**src/sv/sllr_pkg.sv**
```systemverilog
// ============================================================================
// sllr_pkg
// Shared types and constants of the sliding-log rate limiter: register map,
// item modes, register reset values and the result item layout.
// ============================================================================
`default_nettype none

package sllr_pkg;

    localparam int CNT_W      = 5;
    localparam int CFG_W      = 32;
    localparam int CFG_IDX_W  = 2;
    localparam int MAX_SLOTS  = 31;

    localparam int OUT_DEPTH  = 4;
    localparam int OUT_AW     = 2;
    localparam int OUT_CW     = 3;

    typedef enum logic [CFG_IDX_W-1:0] {
        REG_WINDOW_COUNT = 2'd0,
        REG_HIT_SPACING  = 2'd1,
        REG_EXPIRY_DELAY = 2'd2
    } cfg_reg_t;

    localparam logic MODE_HIT   = 1'b0;
    localparam logic MODE_PROBE = 1'b1;

    localparam logic [CNT_W-1:0] WINDOW_COUNT_RST = 5'd10;
    localparam logic [CFG_W-1:0] HIT_SPACING_RST  = 32'd1000;
    localparam logic [CFG_W-1:0] EXPIRY_DELAY_RST = 32'd60000;

    typedef struct packed {
        logic allowed;
        logic expired;
    } result_t;

endpackage

`default_nettype wire

```
**src/sv/sllr_store.sv**
```systemverilog
// ============================================================================
// sllr_store
// Ring of hit times: two copies written together, three registered read ports
// (oldest slot, latest slot, last slot of the window).
// ============================================================================
`default_nettype none

module sllr_store #(
    parameter int SLOTS = 16,
    parameter int AW    = 4,
    parameter int TW    = 48
) (
    input  wire logic          clk,
    input  wire logic          we,
    input  wire logic [AW-1:0] waddr,
    input  wire logic [TW-1:0] wdata,
    input  wire logic [AW-1:0] ra,
    input  wire logic [AW-1:0] rb,
    input  wire logic [AW-1:0] rc,
    output logic      [TW-1:0] rd_a,
    output logic      [TW-1:0] rd_b,
    output logic      [TW-1:0] rd_c
);

    logic [TW-1:0] mem_ab [SLOTS];
    logic [TW-1:0] mem_c  [SLOTS];

    logic [TW-1:0] rd_a_reg;
    logic [TW-1:0] rd_b_reg;
    logic [TW-1:0] rd_c_reg;

    always_ff @(posedge clk)
    begin
        if (we)
        begin
            mem_ab[waddr] <= wdata;
            mem_c[waddr]  <= wdata;
        end
        rd_a_reg <= mem_ab[ra];
        rd_b_reg <= mem_ab[rb];
        rd_c_reg <= mem_c[rc];
    end

    assign rd_a = rd_a_reg;
    assign rd_b = rd_b_reg;
    assign rd_c = rd_c_reg;

endmodule

`default_nettype wire

```
**src/sv/sllr_out_fifo.sv**
```systemverilog
// ============================================================================
// sllr_out_fifo
// Four-entry result queue between the decision stage and the output channel.
// ============================================================================
`default_nettype none

module sllr_out_fifo (
    input  wire logic                          clk,
    input  wire logic                          rst_n,
    input  wire logic                          push,
    input  wire sllr_pkg::result_t             push_item,
    output logic [sllr_pkg::OUT_CW-1:0]        count,
    output logic                               out_valid,
    input  wire logic                          out_ready,
    output logic                               allowed,
    output logic                               expired
);

    import sllr_pkg::*;

    result_t               entry_reg [OUT_DEPTH];
    logic [OUT_AW-1:0]     wr_ptr_reg;
    logic [OUT_AW-1:0]     wr_ptr_next;
    logic [OUT_AW-1:0]     rd_ptr_reg;
    logic [OUT_AW-1:0]     rd_ptr_next;
    logic [OUT_CW-1:0]     count_reg;
    logic [OUT_CW-1:0]     count_next;
    logic                  pop;

    assign out_valid = (count_reg != '0);
    assign pop       = out_valid && out_ready;

    always_comb
    begin
        wr_ptr_next = push ? wr_ptr_reg + OUT_AW'(1) : wr_ptr_reg;
        rd_ptr_next = pop ? rd_ptr_reg + OUT_AW'(1) : rd_ptr_reg;
        count_next  = count_reg + OUT_CW'(push) - OUT_CW'(pop);
    end

    always_ff @(posedge clk or negedge rst_n)
    begin
        if (!rst_n)
        begin
            wr_ptr_reg <= '0;
            rd_ptr_reg <= '0;
            count_reg  <= '0;
        end
        else
        begin
            wr_ptr_reg <= wr_ptr_next;
            rd_ptr_reg <= rd_ptr_next;
            count_reg  <= count_next;
        end
    end

    always_ff @(posedge clk)
    begin
        if (push)
        begin
            entry_reg[wr_ptr_reg] <= push_item;
        end
    end

    assign count   = count_reg;
    assign allowed = entry_reg[rd_ptr_reg].allowed;
    assign expired = entry_reg[rd_ptr_reg].expired;

endmodule

`default_nettype wire

```
**src/sv/sliding_log_rate_limiter_core.sv**
```systemverilog
// ============================================================================
// sliding_log_rate_limiter_core
// Sliding-log rate limiter over a ring of recent hit times.
//
// Input channel in_valid/in_ready carries one item: mode (hit or probe) and
// timestamp. Output channel out_valid/out_ready returns one result per item:
// allowed and expired. Registers are written through cfg_wr_en, cfg_index
// and cfg_wdata; the user must write them only while no item is in flight,
// which the block does not enforce. An item accepted at a clock edge is
// decided in the following cycle and then offered from the result queue.
// One item per cycle is sustained while the queue has room; the loop that
// sets this is the write-slot update, which feeds the next item's ring
// read address in the same cycle it is decided. Every item reads the ring
// through three ports; a hit attempt that is not refused writes one slot.
// Reset clears the slot valid bits, the write slot, the hit flag, the
// result queue and restores register defaults; no clearing pass is needed.
// Results wait in a four-entry queue when the receiver stalls; in_ready
// drops once four items are held in the decision stage and queue together.
// ============================================================================
`default_nettype none

module sliding_log_rate_limiter_core #(
    parameter int DEPTH      = 16,
    parameter int TIME_WIDTH = 48
) (
    input  wire logic                              clk,
    input  wire logic                              rst_n,
    input  wire logic                              cfg_wr_en,
    input  wire logic [sllr_pkg::CFG_IDX_W-1:0]    cfg_index,
    input  wire logic [sllr_pkg::CFG_W-1:0]        cfg_wdata,
    input  wire logic                              in_valid,
    output logic                                   in_ready,
    input  wire logic                              mode,
    input  wire logic [TIME_WIDTH-1:0]             timestamp,
    output logic                                   out_valid,
    input  wire logic                              out_ready,
    output logic                                   allowed,
    output logic                                   expired
);

    import sllr_pkg::*;

    localparam int SLOTS = (DEPTH < MAX_SLOTS) ? DEPTH : MAX_SLOTS;
    localparam int AW    = (SLOTS > 1) ? $clog2(SLOTS) : 1;
    localparam int CW    = (TIME_WIDTH > CFG_W) ? TIME_WIDTH : CFG_W;

    // configuration
    logic [CNT_W-1:0]      window_count_reg;
    logic [CNT_W-1:0]      window_count_next;
    logic [CFG_W-1:0]      hit_spacing_reg;
    logic [CFG_W-1:0]      hit_spacing_next;
    logic [CFG_W-1:0]      expiry_delay_reg;
    logic [CFG_W-1:0]      expiry_delay_next;

    // ring control
    logic [SLOTS-1:0]      slot_valid_reg;
    logic [SLOTS-1:0]      slot_valid_next;
    logic [AW-1:0]         ws_reg;
    logic [AW-1:0]         ws_next;
    logic                  hit_seen_reg;
    logic                  hit_seen_next;

    // decision stage
    logic                  s1_valid_reg;
    logic                  s1_valid_next;
    logic                  s1_mode_reg;
    logic [TIME_WIDTH-1:0] s1_now_reg;
    logic [AW-1:0]         s1_ws_reg;
    logic [AW-1:0]         s1_pb_reg;

    // last ring write, for forwarding
    logic                  wr_v_reg;
    logic                  wr_v_next;
    logic [AW-1:0]         wr_addr_reg;
    logic [TIME_WIDTH-1:0] wr_data_reg;

    logic [CNT_W-1:0]      slots_used;
    logic [CNT_W-1:0]      last_idx;
    logic [AW-1:0]         last_slot;
    logic                  in_fire;
    logic [AW-1:0]         rd_b_addr;
    logic [TIME_WIDTH-1:0] rd_a;
    logic [TIME_WIDTH-1:0] rd_b;
    logic [TIME_WIDTH-1:0] rd_c;
    logic [TIME_WIDTH-1:0] time_a;
    logic [TIME_WIDTH-1:0] time_b;
    logic [TIME_WIDTH-1:0] time_c;
    logic [TIME_WIDTH-1:0] diff_a;
    logic [TIME_WIDTH-1:0] diff_l;
    logic [TIME_WIDTH-1:0] lat_time;
    logic [AW-1:0]         lat_addr;
    logic                  lat_is_now;
    logic                  lat_valid;
    logic                  refuse;
    logic                  hit;
    logic [CNT_W-1:0]      ws_cnt;
    logic                  ws_wrap;
    logic                  ws_beyond;
    logic [AW-1:0]         ws_adv;
    logic                  expired_res;
    result_t               result;
    logic [OUT_CW-1:0]     fifo_count;
    logic [OUT_CW-1:0]     in_flight;

    // ------------------------------------------------------------------
    // configuration port
    // ------------------------------------------------------------------
    always_comb
    begin
        window_count_next = window_count_reg;
        hit_spacing_next  = hit_spacing_reg;
        expiry_delay_next = expiry_delay_reg;
        if (cfg_wr_en)
        begin
            unique case (cfg_index)
                REG_WINDOW_COUNT: window_count_next = cfg_wdata[CNT_W-1:0];
                REG_HIT_SPACING:  hit_spacing_next  = cfg_wdata;
                REG_EXPIRY_DELAY: expiry_delay_next = cfg_wdata;
                default:          window_count_next = window_count_reg;
            endcase
        end
    end

    always_comb
    begin
        if (window_count_reg == '0)
        begin
            slots_used = CNT_W'(1);
        end
        else if (window_count_reg > CNT_W'(SLOTS))
        begin
            slots_used = CNT_W'(SLOTS);
        end
        else
        begin
            slots_used = window_count_reg;
        end
    end

    assign last_idx  = slots_used - CNT_W'(1);
    assign last_slot = last_idx[AW-1:0];

    // ------------------------------------------------------------------
    // decision stage
    // ------------------------------------------------------------------
    always_comb
    begin
        time_a = (wr_v_reg && (wr_addr_reg == s1_ws_reg)) ? wr_data_reg : rd_a;
        time_b = (wr_v_reg && (wr_addr_reg == s1_pb_reg)) ? wr_data_reg : rd_b;
        time_c = (wr_v_reg && (wr_addr_reg == last_slot)) ? wr_data_reg : rd_c;

        diff_a = s1_now_reg - time_a;
        refuse = slot_valid_reg[s1_ws_reg] && (CW'(diff_a) < CW'(hit_spacing_reg));
        hit    = s1_valid_reg && (s1_mode_reg == MODE_HIT) && !refuse;

        ws_cnt    = CNT_W'(s1_ws_reg);
        ws_wrap   = (ws_cnt + CNT_W'(1)) >= slots_used;
        ws_beyond = ws_cnt >= slots_used;
        ws_adv    = ws_wrap ? '0 : s1_ws_reg + AW'(1);

        ws_next       = hit ? ws_adv : ws_reg;
        hit_seen_next = hit_seen_reg || hit;

        slot_valid_next = slot_valid_reg;
        if (hit)
        begin
            slot_valid_next[s1_ws_reg] = 1'b1;
        end

        lat_is_now = hit && !ws_beyond;
        lat_addr   = hit ? last_slot : s1_pb_reg;
        lat_time   = hit ? time_c : time_b;
        lat_valid  = slot_valid_reg[lat_addr];
        diff_l     = s1_now_reg - lat_time;

        expired_res = !hit_seen_next ||
                      (!lat_is_now &&
                       (!lat_valid || (CW'(diff_l) > CW'(expiry_delay_reg))));

        result.allowed = hit;
        result.expired = expired_res;

        wr_v_next = hit;
    end

    // ------------------------------------------------------------------
    // issue stage
    // ------------------------------------------------------------------
    assign in_flight = fifo_count + OUT_CW'(s1_valid_reg);
    assign in_ready  = in_flight < OUT_CW'(OUT_DEPTH);
    assign in_fire   = in_valid && in_ready;

    assign s1_valid_next = in_fire;
    assign rd_b_addr     = (ws_next == '0) ? last_slot : ws_next - AW'(1);

    always_ff @(posedge clk or negedge rst_n)
    begin
        if (!rst_n)
        begin
            window_count_reg <= WINDOW_COUNT_RST;
            hit_spacing_reg  <= HIT_SPACING_RST;
            expiry_delay_reg <= EXPIRY_DELAY_RST;
            slot_valid_reg   <= '0;
            ws_reg           <= '0;
            hit_seen_reg     <= 1'b0;
            s1_valid_reg     <= 1'b0;
            wr_v_reg         <= 1'b0;
        end
        else
        begin
            window_count_reg <= window_count_next;
            hit_spacing_reg  <= hit_spacing_next;
            expiry_delay_reg <= expiry_delay_next;
            slot_valid_reg   <= slot_valid_next;
            ws_reg           <= ws_next;
            hit_seen_reg     <= hit_seen_next;
            s1_valid_reg     <= s1_valid_next;
            wr_v_reg         <= wr_v_next;
        end
    end

    always_ff @(posedge clk)
    begin
        s1_mode_reg <= mode;
        s1_now_reg  <= timestamp;
        s1_ws_reg   <= ws_next;
        s1_pb_reg   <= rd_b_addr;
        wr_addr_reg <= s1_ws_reg;
        wr_data_reg <= s1_now_reg;
    end

    sllr_store #(
        .SLOTS (SLOTS),
        .AW    (AW),
        .TW    (TIME_WIDTH)
    ) u_store (
        .clk   (clk),
        .we    (hit),
        .waddr (s1_ws_reg),
        .wdata (s1_now_reg),
        .ra    (ws_next),
        .rb    (rd_b_addr),
        .rc    (last_slot),
        .rd_a  (rd_a),
        .rd_b  (rd_b),
        .rd_c  (rd_c)
    );

    sllr_out_fifo u_out_fifo (
        .clk       (clk),
        .rst_n     (rst_n),
        .push      (s1_valid_reg),
        .push_item (result),
        .count     (fifo_count),
        .out_valid (out_valid),
        .out_ready (out_ready),
        .allowed   (allowed),
        .expired   (expired)
    );

    // ------------------------------------------------------------------
    // assertions
    // ------------------------------------------------------------------
    a_hit_marks_slot: assert property (@(posedge clk) disable iff (!rst_n)
        hit |=> slot_valid_reg[$past(s1_ws_reg)] && hit_seen_reg)
        else $error("hit did not mark its slot valid");

    a_hit_moves_ptr: assert property (@(posedge clk) disable iff (!rst_n)
        hit |=> (ws_reg == $past(ws_adv)) && wr_v_reg && (wr_addr_reg == $past(s1_ws_reg)))
        else $error("write slot or forward entry not updated after hit");

    a_no_overflow: assert property (@(posedge clk) disable iff (!rst_n)
        fifo_count <= OUT_CW'(OUT_DEPTH))
        else $error("result queue overflow");

endmodule

`default_nettype wire
```
**config.mk**
```make
export PLATFORM = sky130hd
export DESIGN_NAME = sliding_log_rate_limiter_core
export DESIGN_NICKNAME = d
export VERILOG_FILES = /design/src/sv/sllr_pkg.sv /design/src/sv/sllr_store.sv /design/src/sv/sllr_out_fifo.sv /design/src/sv/sliding_log_rate_limiter_core.sv
export SDC_FILE = /design/constraint.sdc
export NUM_CORES = 2
export LEC_CHECK = 0
export ABC_CLOCK_PERIOD_IN_PS = 16600
export BUFFER_PORTS_ARGS = -buffer_cell sky130_fd_sc_hd__clkbuf_2
export CAP_MARGIN = 25
export CORE_ASPECT_RATIO = 1.25
export CORE_UTILIZATION = 40
export DETAILED_ROUTE_END_ITERATION = 8
export HOLD_SLACK_MARGIN = 0.05
export SLEW_MARGIN = 30
export SYNTH_ARGS = -nofsm -noshare
export SYNTH_HDL_FRONTEND = slang
export SYNTH_SLANG_ARGS = --single-unit
```
**constraint.sdc**
```tcl
create_clock -name clk -period 16.6 [get_ports clk]
set_input_delay 3.32 -clock clk [delete_from_list [all_inputs] [get_ports clk]]
set_output_delay 3.32 -clock clk [all_outputs]
set_load 0.05 [all_outputs]
```
After elaboration in Yosys (flattened, before gate mapping). Memories as Yosys holds them, arrays and structs flattened. A register that Yosys moved wholly into a read port is not among the register bits. Index checks and enable logic that the tools add are counted.

Shift operators: 0. Equality and inequality tests: 5. Divide/modulo/power cells: 0. Reductions and logical operators: 26. Order comparisons: 9. Add/sub/neg operators: 10. Multipliers: 0. Bitwise operators: 2. Muxes and demuxes: 20.

Operators by type and width (count): 48-bit two-way mux (4); 48-bit subtractor (2); 48-bit by 32-bit greater-than comparator with 1-bit output (1); 48-bit by 32-bit < comparator with 1-bit output (1); 4-bit two-way mux (4); 16-bit OR (1); 4-bit equality test (3); 1-bit logical AND (11); 4-bit by 5-bit < comparator with 1-bit output (second input constant) (2); 5-bit two-way mux (2); 1-bit binary-select mux with 4-bit select (2); 4-bit by 1-bit subtractor with 4-bit output (second input constant) (2); 1-bit two-way mux (7); 2-bit AND reduction (3); 4-bit by 1-bit adder with 5-bit output (second input constant) (1); 4-bit by 5-bit >= comparator with 1-bit output (1); 5-bit >= comparator (1); 5-bit greater-than comparator (second input constant) (1); 1-bit logical NOT (5); 5-bit logical NOT (1); 2-bit by 1-bit adder with 2-bit output (second input constant) (2); 4-bit by 1-bit adder with 4-bit output (second input constant) (1); 1-bit demux with 4-bit select (1); 4-bit by 1-bit >= comparator with 1-bit output (second input constant) (1); 10 further kinds (12).

RAM bits: 1544. Flip-flop bits (word level): 208. Memory bits (read-only): 0. Input port bits: 88. Memories kept: 3. Output and inout bits: 4. Word-level logic and storage cells: 92. Latch bits: 0.

Memories: u_store.mem_ab (words 16, width 48, read ports 2, clocked after Yosys merged registers in 2, write ports 1, line sllr_store.sv:25) `logic [TW-1:0] mem_ab [SLOTS];`; u_store.mem_c (words 16, width 48, read ports 1, clocked after Yosys merged registers in 1, write ports 1, line sllr_store.sv:26) `logic [TW-1:0] mem_c [SLOTS];`; u_out_fifo.entry_reg (words 4, width 2, read ports 1, clocked after Yosys merged registers in 0, write ports 1, line sllr_out_fifo.sv:21) `result_t entry_reg [OUT_DEPTH];`.

Logic depth before layout (Yosys ltp).
Depth in word-level cells: 15. Mapped depth: 60.

Modules after synthesis. Synthesis repeated with hierarchy kept, for this count alone.

Cell total of the unflattened synthesis: 3810. Area, all modules: 58419.8 um^2.

By module, submodules not included: sllr_store (area each 42702.2 um^2, instances 1, cells an instance 2144, seq. area each 25944.9 um^2); sliding_log_rate_limiter_core (area each 15030.7 um^2, instances 1, cells an instance 1622, seq. area each 4503.1 um^2); sllr_out_fifo (area each 686.9 um^2, instances 1, cells an instance 44, seq. area each 415.4 um^2).

Least setup slack after synthesis. No wires, ideal clock.

Kind: flip-flop to flip-flop. From: register s1_ws_reg[1]. To: memory u_out_fifo.entry_reg[0][0] (netlist name) (data pin). Data arrival time: 11.913 ns. Path slack: 4.418 ns. Library setup time: 0.269 ns. Cell stages (with the launch flop): 55. Cell sequence: dfxtp_1 > clkbuf_1 > xnor2_1 > nand3_1 > nor2_1 > buf_1 > buf_1 > mux2i_1 > ha_1 > clkbuf_1 > a21oi_1 > nand2_1 > or3_1 > or2_2 > a31oi_1 > o21ai_0 > a31oi_1 > o31ai_1 > (+19 left out) > a211oi_1 > a221oi_1 > o21bai_1 > xor2_1 > ha_1 > a21oi_1 > nor2b_1 > o21ai_0 > nand2b_1 > a21oi_1 > nor2b_1 > o211ai_1 > nand4_1 > a211oi_1 > nand4_1 > a2111oi_0 > o311ai_0 > o31a_1.

Longest elaborated chain between the ends: 15. Elaborated cells between the ends (all ways): 26. Those cells by class: add/sub: 2; order compare: 3; eq/ne: 1; mux: 7; reduce/logical: 13.

RTL lines: start: declaration (line sliding_log_rate_limiter_core.sv:68) `logic [AW-1:0] s1_ws_reg;`; start signal: assignment (line sliding_log_rate_limiter_core.sv:226) `s1_ws_reg <= ws_next;`; parallel branches: the longest is 14 deep, another holds 48-bit subtractor; 1-bit logical OR * (line sliding_log_rate_limiter_core.sv:176) `expired_res = !hit_seen_next ||`; named net expired_res (line sliding_log_rate_limiter_core.sv:100) `logic expired_res;`; end: declaration (line sllr_out_fifo.sv:21).

Mark *: on every way through the listed nets, which the timed path passes. The select of a mux whose other input is x is not followed.

Final worst setup path.
From: register s1_ws_reg[2]. To: memory u_out_fifo.entry_reg[3][0] (netlist name) (data pin).

The elaborated chain is that of the path after synthesis.

==> metrics.yaml <==
cts_resized: 0
placedCellCount: 7762
design.core.area_sq_mm: 0.152
dp_hpwl_um: 127000
p_int_uw: 8050
largest_register_ffs: 672
initial_core_util_pct: 40.3
status: "complete, no violations"
layout_common_cells: "1840 x nand2_1, 776 x edfxtp_1, 409 x nand3_1"
htree_levels: 3
hp-class: "reg -> reg"
fmax_mhz: 68.7
vias_per_cell: 6.22
place.gp.congestion: 0.943
layout.cells.non_filler: 7981
drtAntennaViolNets: 0
post_cts_buffers: 0
slowest_delay_ps: 740
endpoint_kind: "register"
io_pins: 92
yosys.area.top_type: "edfxtp_1"
cts.path.max_buffers: 3
fin_crit_ps: 14560
cts_tree: "done"
synth-edff-count: 776
fin_tns_setup_ps: 0
seq_area_frac_synth_pct: 50.3
numCtsBuffers: 113
ys_ff_latch: 1128
cts_sinks: 1128
final_common_cell: "nand2_1"
critPathArrivalTime_ps: 15050
die_x_um: 352
synth.distinct_cells: 85
die_h_um: 440
routedWlPerCell_um: 26.8
grt_use_total_pct: 27.0
drc: 0
fin_worst_skew_ps: 29.3
avgSynthCellArea_sq_um: 10.3
gr-total-overflow: 0
clock_latency_ps: 770
grt_pass1_vias: 48400
cts-root-buf: "clkbuf_16"
grt_max_degree: 153
drive_gt1_share_pct: 12.8
p_comb_share_pct: 58.8
first_pass_iters: 6
min_period_over_period_pct: 87.7
top_regs: "u_store.mem_c x672, u_store.mem_ab x96"
max_cap_viol_count: 0
power_density_mw_per_mm2: 227
p_seq_share_pct: 23.7
worst_slack_ps: 2040
rrSetupSlack_ps: 2040
synth_top_area_share_pct: 38.0
via_count: 49600
dieArea_sq_mm: 0.155
routed_wl_um: 214000
cp_common_cell: "o21ai_0"
fin_hold_ws_ps: 494
crit_path_max_fanout: 48
syn-num-nets: 6212
cpMaxStageDelayCell: "dfxtp_1"
cp_num_buf_inv: 1
rsz0062_at_grt: "false"
synthArstFlopShare_pct: 8.78
synth_top_cells_by_area: "edfxtp_1 38%, nand2_1 11%, dfxtp_1 8.3%"
synthCells: 5942
tightest_slew_ps: 1080
clkPwrFrac_pct: 17.5
slew-limit-headroom_pct: 28.1
cp.depth: 51
io_buffer_count: 91
synth_ff_type: "edfxtp_1"
min_from: "hit_seen_reg"
grt_pass1_wl_um: 314000
crit_type: "reg -> reg"
netSwitchingFraction_pct: 47.8
hold_depth: 2
r2r-end: "u_out_fifo.entry_reg[3][0]"
regMostFlops: "u_store.mem_c"
whs_endpoint: "hit_seen_reg"
clkTransAtPathRegs_ps: 60
start_kind: "register"
crit_required_ps: 17090
timing.rr.start: "s1_ws_reg[2]"
dp_slack_ps: 2060
hold_viol: 0
synth_warnings: 0
row_count: 160
finalSetupViolations: 0
nets: 6124
p_leak_uw: 0.0264
critPathTopFamily: "compound AO/OA/AOI/OAI gates"
switching_power_uw: 7360
power.total_uw: 15400
slew_viol_final: 0
area_growth_syn_to_layout_pct: 10.7
hold_buffers: 0
vdd_drop_max_mv: 0.271
synthesis.area_sq_mm: 0.0613
drt_iter0_drc: 5519
antenna_found_initial: 6
r2r_cells: 51
[synth_stat cells (all sizes together) (7+ instances only)]
| master | n |
|---|---|
| xor2 | 28 |
| a21oi | 169 |
| and2 | 15 |
| ha | 180 |
| nor3 | 27 |
| o21ai | 69 |
| buf | 166 |
| mux2i | 200 |
| clkbuf | 255 |
| inv | 108 |
| o21bai | 13 |
| nand3 | 409 |
| nand2b | 22 |
| o221ai | 103 |
| a2111oi | 9 |
| dfstp | 15 |
| o22ai | 9 |
| dfrtp | 84 |
| nor2 | 89 |
| o211ai | 17 |
| a22o | 47 |
| nor4 | 13 |
| a311oi | 100 |
| mux2 | 76 |
| o21a | 27 |
| edfxtp | 776 |
| a21o | 61 |
| xnor2 | 63 |
| nor2b | 26 |
| a31oi | 106 |
| a221oi | 7 |
| or2 | 20 |
| o2111ai | 7 |
| mux4 | 202 |
| dfxtp | 253 |
| a32oi | 98 |
| nand2 | 1843 |
| nand4 | 40 |
| a211oi | 14 |
| and3 | 104 |
[how the worst max path moves through the flow]
stage                 startpoint                         end  slack (ps)
floorplan           s1_ws_reg[1]  u_out_fifo.entry_reg[0][0]        4420
global route        s1_ws_reg[2]  u_out_fifo.entry_reg[3][0]        1050
finish              s1_ws_reg[2]  u_out_fifo.entry_reg[3][0]        2040
global placement    s1_ws_reg[2]  u_out_fifo.entry_reg[0][0]        1910
detailed placement  s1_ws_reg[2]  u_out_fifo.entry_reg[1][0]        2060
CTS                 s1_ws_reg[2]  u_out_fifo.entry_reg[3][0]        1970
[metal layers]
layer | routed length [um] | vias to the layer above | GRT usage [%]
li1 | - | 21700 | -
met1 | 85300 | 24500 | 35.1
met2 | 98200 | 2828 | 43.7
met3 | 20000 | 610 | 4.49
met4 | 10400 | 2 | 13.3
met5 | 10 | - | 0
[logic make-up after synthesis]
family	Yosys count	share of synthesized area, %
flops	1128	50.3
mux	478	12.1
fa+ha+maj	182	3.74
simple gates	2630	18.1
compound gates	904	10.8
xor+xnor	91	1.30
buf+inv	529	3.57
[cell type report]
type / instances / area [sq um]
clock buffers: 162 / 3290
clock inverters: 54 / 621
inverters: 108 / 443
multi-input cells: 4285 / 28600
diodes: 1 / 2.50
fillers: 14100 / 84300
flip-flops and latches: 1128 / 30900
well taps: 2025 / 2530
repair buffers: 218 / 1580
[power by group through the flow]
stage               clock, uW  combinational, uW  sequential (uW)
global placement            0               8790             3700
finish                   2700               9060             3650
detailed placement          0               8840             3690
CTS                      2740               8880             3640
global route             2830               9710             3670
floorplan                   0               6260             3570
[worst reg2reg max path, delay by kind of cell (launching register included)]
family | cells | cell delay (ps)
AO/OA/AOI/OAI | 25 | 6680
multiplexers | 2 | 1030
XOR/XNOR | 3 | 550
adder cells (fa/ha/maj) | 5 | 1620
buffers and inverters | 1 | 300
flip-flops | 1 | 740
AND/OR/NAND/NOR | 15 | 3400
[per-stage QoR]
stage / utilization (%) / area [sq um]
4_1_cts: 44.6 / 67800
3_5_place_dp: 42.0 / 63900
5_1_grt: 44.6 / 67900
3_3_place_gp: 41.9 / 63800
6_report: 44.6 / 67900
2_1_floorplan: - / 61300
No activity file was read; power rests on OpenSTA's default activity.
